$ cat config.mk
export PLATFORM = sky130hd
export DESIGN_NAME = rscs_ctrl
export DESIGN_NICKNAME = d
export VERILOG_FILES = /design/src/rtl/rscs_pkg.sv /design/src/rtl/rscs_ctrl.sv
export SDC_FILE = /design/constraint.sdc
export NUM_CORES = 1
export LEC_CHECK = 0
export ABC_AREA = 1
export BUFFER_PORTS_ARGS = -buffer_cell sky130_fd_sc_hd__buf_2
export CAP_MARGIN = 10
export CORE_AREA = 10 10 47 49
export DETAILED_ROUTE_END_ITERATION = 7
export DIE_AREA = 0 0 57 59
export REMOVE_ABC_BUFFERS = 1
export SLEW_MARGIN = 5
export SYNTH_ARGS = -nofsm -noshare
export SYNTH_HDL_FRONTEND = slang
export SYNTH_SLANG_ARGS = --single-unit
$ cat constraint.sdc
create_clock -name clk -period 1.3 [get_ports clk]
set_input_delay 0 -clock clk [delete_from_list [all_inputs] [get_ports clk]]
set_output_delay 0 -clock clk [all_outputs]
set_load 0.05 [all_outputs]
$ cat src/rtl/rscs_pkg.sv
// ============================================================================
// rscs_pkg
// Shared types and constants for the rotated sorted ceiling search core:
// payload structs, register indexes, operation codes and the control
// bundles between the controller and the datapath.
// ============================================================================
package rscs_pkg;

  // Field and storage sizes
  localparam int VALUE_BITS    = 50;
  localparam int DEPTH_DEFAULT = 1024;
  localparam int COUNT_BITS    = 11;
  localparam int ROT_BITS      = 10;
  localparam int POS_BITS      = 11;
  localparam int CFG_IDX_BITS  = 1;
  localparam int CFG_DATA_BITS = 11;

  // Operation codes
  localparam logic OP_LOAD  = 1'b0;
  localparam logic OP_QUERY = 1'b1;

  // Register indexes
  localparam logic [CFG_IDX_BITS-1:0] REG_ELEMENT_COUNT = 1'b0;
  localparam logic [CFG_IDX_BITS-1:0] REG_ROTATE_AMOUNT = 1'b1;

  // Input beat
  typedef struct packed {
    logic                  operation;
    logic [VALUE_BITS-1:0] value;
  } in_item_t;

  // Result beat
  typedef struct packed {
    logic                found;
    logic [POS_BITS-1:0] position;
  } out_item_t;

  // Commands from controller to datapath
  typedef struct packed {
    logic q_start;
    logic ld_write;
    logic rd_issue;
    logic s1_update;
    logic s2_init;
    logic s2_update;
    logic out_load;
    logic out_found;
  } dp_cmd_t;

  // Status from datapath to controller
  typedef struct packed {
    logic lo_lt_hi;
    logic lo_ge_n;
    logic rem_busy;
  } dp_stat_t;

endpackage

$ cat src/rtl/rscs_ctrl.sv
// ============================================================================
// rscs_ctrl
// Controller: input handshake, the two binary search loops and the result
// valid flag.
// ============================================================================
module rscs_ctrl import rscs_pkg::*; (
  input  logic     clk,
  input  logic     rst_n,
  input  logic     in_valid,
  input  logic     in_op,
  output logic     in_stall,
  output logic     out_valid,
  input  logic     out_stall,
  input  dp_stat_t stat,
  output dp_cmd_t  cmd
);

  typedef enum logic [6:0] {
    ST_IDLE   = 7'b0000001,
    ST_S1_RD  = 7'b0000010,
    ST_S1_CMP = 7'b0000100,
    ST_S2_RD  = 7'b0001000,
    ST_S2_CMP = 7'b0010000,
    ST_FIN    = 7'b0100000,
    ST_NONE   = 7'b1000000
  } state_t;

  state_t state_r, state_nxt;
  logic   out_valid_r, out_valid_nxt;
  logic   out_free;

  assign out_free = !out_valid_r || !out_stall;

  // Next state and commands
  always_comb begin
    state_nxt = state_r;
    cmd       = '0;
    unique case (state_r)
      ST_IDLE: begin
        if (in_valid) begin
          if (in_op == OP_QUERY) begin
            cmd.q_start = 1'b1;
            state_nxt   = ST_S1_RD;
          end else begin
            cmd.ld_write = 1'b1;
          end
        end
      end
      ST_S1_RD: begin
        if (stat.lo_lt_hi) begin
          cmd.rd_issue = 1'b1;
          state_nxt    = ST_S1_CMP;
        end else if (stat.lo_ge_n) begin
          state_nxt = ST_NONE;
        end else begin
          cmd.s2_init = 1'b1;
          state_nxt   = ST_S2_RD;
        end
      end
      ST_S1_CMP: begin
        cmd.s1_update = 1'b1;
        state_nxt     = ST_S1_RD;
      end
      ST_S2_RD: begin
        if (stat.lo_lt_hi) begin
          cmd.rd_issue = 1'b1;
          state_nxt    = ST_S2_CMP;
        end else begin
          state_nxt = ST_FIN;
        end
      end
      ST_S2_CMP: begin
        cmd.s2_update = 1'b1;
        state_nxt     = ST_S2_RD;
      end
      ST_FIN: begin
        if (!stat.rem_busy && out_free) begin
          cmd.out_load  = 1'b1;
          cmd.out_found = 1'b1;
          state_nxt     = ST_IDLE;
        end
      end
      ST_NONE: begin
        if (out_free) begin
          cmd.out_load = 1'b1;
          state_nxt    = ST_IDLE;
        end
      end
      default: state_nxt = ST_IDLE;
    endcase
  end

  // Hold the result beat until it is taken
  always_comb begin
    if (cmd.out_load) begin
      out_valid_nxt = 1'b1;
    end else begin
      out_valid_nxt = out_valid_r && out_stall;
    end
  end

  always_ff @(posedge clk) begin
    if (!rst_n) begin
      state_r     <= ST_IDLE;
      out_valid_r <= 1'b0;
    end else begin
      state_r     <= state_nxt;
      out_valid_r <= out_valid_nxt;
    end
  end

  assign in_stall  = (state_r != ST_IDLE);
  assign out_valid = out_valid_r;

endmodule

* Word-level counts from Yosys, hierarchy flattened
Cells that the tools add are included.
Storage, ports and cells: register bits 8, input port bits 8, output and inout bits 10
Cells by class: eq/ne operators 12, muxes and demuxes 24, reductions and logical operators 8
Operator list (count):
- case mux 7 bit (7 select lines) | 1
- two-way mux 7 bit | 6
- two-way mux 1 bit | 12
- != test 2 bit (second input constant) | 4
- equality test 7 x 1 -> 1 bit (second input constant) | 1
- equality test 7 x 2 -> 1 bit (second input constant) | 1
- equality test 7 x 3 -> 1 bit (second input constant) | 1
- equality test 7 x 4 -> 1 bit (second input constant) | 1
- equality test 7 x 5 -> 1 bit (second input constant) | 1
- equality test 7 x 6 -> 1 bit (second input constant) | 1
- equality test 7 bit (second input constant) | 1
- != test 7 x 1 -> 1 bit (second input constant) | 1
- two-way mux 2 bit | 3
- two-way mux 6 bit | 1
- AND reduction 4 bit | 1
- zero test 1 bit | 3
- logical AND 1 bit | 2
- case mux 1 bit (2 select lines) | 1
- OR reduction 2 bit | 1
- logical OR 1 bit | 1

* Depth between registers and ports, before layout
word-level depth 6, gate-level depth with buffers 8

* Least setup slack after synthesis
Ideal clock, no wire load.
path type register to output, start register out_valid_r (netlist: out_valid), end output port cmd[1] (netlist bit), data arrival time 1812 ps, data required time 1300 ps, slack -512 ps, cell stages (with the launch flop) 4, path buffers 0, cell sequence dfxtp_1 -> nand2_1 -> inv_1 -> o21ai_0
RTL lines:
- start, declared | RTL line rscs_ctrl.sv:29 | logic out_valid_r, out_valid_nxt;
- start signal, assigned | RTL line rscs_ctrl.sv:108 | out_valid_r <= out_valid_nxt;
- end, declared | RTL line rscs_ctrl.sv:15 | output dp_cmd_t cmd

==> key figures <==
Run status
  • Status: finished, violations left
  • Failing checks: negative setup slack

Floorplanning
  • Initial Utilization: 0.362
  • Die Ht: 59 um
  • Area of the die: 0.00336 mm2
  • FP Rows: 14
  • Floorplan core area: 0.00140 mm2
  • Die X: 57 um
  • I/O pin cnt: 18

STA
  • Fin crit share: 1.03
  • Final Skew: 0.00524 ns
  • Final setup fails: 4
  • FMAX: approximately 0.75 GHz
  • Fin. Hold Viols: 0
  • RSZ-0062 raised after global routing: true
  • Hold Slack: 0.0769 ns
  • Pin slew with the least headroom to its limit: 0.253 ns
  • Rel. slew slack: 0.832
  • Worst setup margin: -0.0366 ns
  • Min Tclk post-route: 1.34 ns
  • Final Slew Violations: 0

Layout
  • Final Net Count: 117
  • Antenna Cells: 0
  • Area grow syn2layout: 48.9%
  • Ratio of cells with drive above 1 in the final layout: 0.411
  • Fillers: between 150 and 200
  • Layout Cell Area excl Fill: 754 um2

Power and ir drop
  • Cell leakage power: 0.000420 uW
  • PwrDens: 1150 mW/mm2
  • VDD IR max: about 0.00066 V
  • Pwr Total: 866 uW

CTS
  • Clk slew on worst S/H paths: 0.05 ns
  • H-tree depth: 1
  • CTS root buf: clkbuf_4
  • Skew-Pair Late Insertion Delay: 0.25 ns
  • Number of buffers created by CTS: 3
  • CTS tree: built
  • # clock sinks: 8
  • Maximum clock path buffer count: 2

GRT
  • First-pass GRT wire length: ~2300 um
  • Aggregate global-route resource usage: 0.0860
  • Antenna violations before repair: 0
  • Largest net degree at the start of global routing: 8
  • Grt ovf: 0
  • Number of global-route vias before repair: 560

Synth
  • Synthesized area: between 500 and 600 um2
  • Post-synthesis register bit count: 8
  • Post-Syn Instances: between 80 and 90
  • Seq/Total Area, Yosys: 0.316
  • Yosys warning count: 0
  • Post-synth top area cell: dfxtp_1
  • Synth top area share: 0.316
  • Synth area leaders: dfxtp_1 32%, nand2_1 16%, inv_1 12%, nor2_1 8.9%, nand3_1 7.9%
  • Post-synth cell types: 16
  • Syn avg cell area: 6.18 um2

Route
  • Antenna Nets Post-Route: 0
  • Vias: 573
  • Initial drt markers: 9
  • WL met2: approximately 600 um
  • Vias per cell: 4.66
  • DR WL/cell: 10.9 um
  • Number of remaining DRC errors: 0
  • Initial DRT Pass Iterations: 4
  • Top Layer Used: met4
  • Wire length on met3: 125 um
  • Routed Wire Length: 1340 um
  • Routed met1 length: between 500 and 600 um

Critical path
  • Register-to-Register Path Depth: 9
  • CP startpoint kind: register
  • FF-to-FF End: state_r[0]
  • Worst Path Required: 1.30 ns
  • CP Max Fanout: 5
  • Reg-to-Reg Start: state_r[5]
  • WS Path Type: register to output port
  • FF-to-FF setup slack: approximately 0.10 ns
  • CP Capture Type: output port
  • Critical path arrival: 1.34 ns

Job
  • Total of max-cap violations: 0

Placed design
  • PortBufs: 17
  • DP Area: 612 um2
  • HPWL Detailed: between 1000 and 1500 um
  • GPL Wtd Cong: 0.788

Min path
  • HP Start: stat[1]
  • Worst min path class: input pin to register
  • WHS Endpoint: state_r[6]
  • Hold depth: 3
-- through the flow --
stage	setup TNS [ns]	worst slack, ns	instances	utilization
floorplan	-0.970	-0.512	82	-
global placement	0	0.0842	115	0.437
detailed placement	0	0.0783	115	0.437
CTS	-0.191	-0.0638	122	0.513
global route	-0.587	-0.150	123	0.538
finish	-0.0537	-0.0366	123	0.538
-- critical path, stage by stage, from the launching register on --
cell and delay [ns]:
dfxtp_1 0.30, inv_1 0.08, nand2_2 0.09, nor2_4 0.14, nand4_1 0.15, o21ai_1 0.13
buf_6 0.18
-- cells in the mapped netlist --
library cell and count:
a21oi_1 2, dfxtp_1 8, inv_1 16, inv_2 2, nand2_1 21, nand2_2 2
nand2_4 1, nand3_1 8, nand4_1 2, nor2_1 12, nor2_2 2, nor2_4 2
nor3_1 1, nor3_4 1, o21a_1 1, o21ai_0 1
-- kinds of logic after synthesis --
kind of cell,synth area share
AO/OA/AOI/OAI,0.0444
flip-flops,0.316
buffers and inverters,0.133
AND/OR/NAND/NOR,0.506
-- layer usage --
layer  vias to the layer above  GRT usage
li1                        296          -
met1                       250     0.0854
met2                        23      0.140
met3                         4     0.0408
met4                         0     0.0604
met5                         -          0
-- power breakdown --
group          switching, uW  internal, uW  total [uW]
clock network           80.7           105         186
registers               9.25           264         274
logic                    266           140         406
-- layout make-up --
cell class / instances / area, um2 / area share
tap: 16 / 20.0 / 0.0265
inverter: 18 / 67.6 / 0.0896
clock buffer: 3 / 22.5 / 0.0299
multi-input combinational: 56 / 307 / 0.406
timing repair buffer: 22 / 175 / 0.232
sequential: 8 / 163 / 0.216
-- worst max-delay path by stage --
stage / startpoint / to / slack [ns] / cells past startpoint
final: state_r[1] / cmd[1] / -0.04 / 6
after global routing: state_r[1] / cmd[1] / -0.15 / 6
after CTS: state_r[1] / cmd[1] / -0.06 / 6
after detailed placement: state_r[2] / cmd[1] / 0.08 / 6
after global placement: state_r[2] / cmd[1] / 0.08 / 6
after floorplan: out_valid / cmd[1] / -0.51 / 3
-- state kept, by name, indices dropped and copies added (netlist names) --
| register | cells |
|---|---|
| out_valid | 1 |
| state_r | 7 |
-- timing repair --
item                                    in CTS  in global routing
endpoints found under the hold margin        2                  0
pin swaps                                    5                  4
buffers inserted                             3                  1
endpoints found under the setup margin       8                 11
hold buffers                                 1                  0
resized for setup                           18                 12
-- layout by cell type, fill, tap and decap left out, types with 3 or more instances in the layout --
| cell type | netlist | layout |
|---|---|---|
| nand2_1 | 21 | 19 |
| clkbuf_4 | 0 | 3 |
| nor2_2 | 2 | 3 |
| nor2_4 | 2 | 4 |
| inv_2 | 2 | 5 |
| nand3_1 | 8 | 8 |
| buf_6 | 0 | 8 |
| nor2_1 | 12 | 9 |
| dfxtp_1 | 8 | 6 |
| nand2_2 | 2 | 3 |
| inv_1 | 16 | 13 |
| buf_4 | 0 | 4 |
| buf_2 | 0 | 9 |
(Power assumes the default switching activity.)
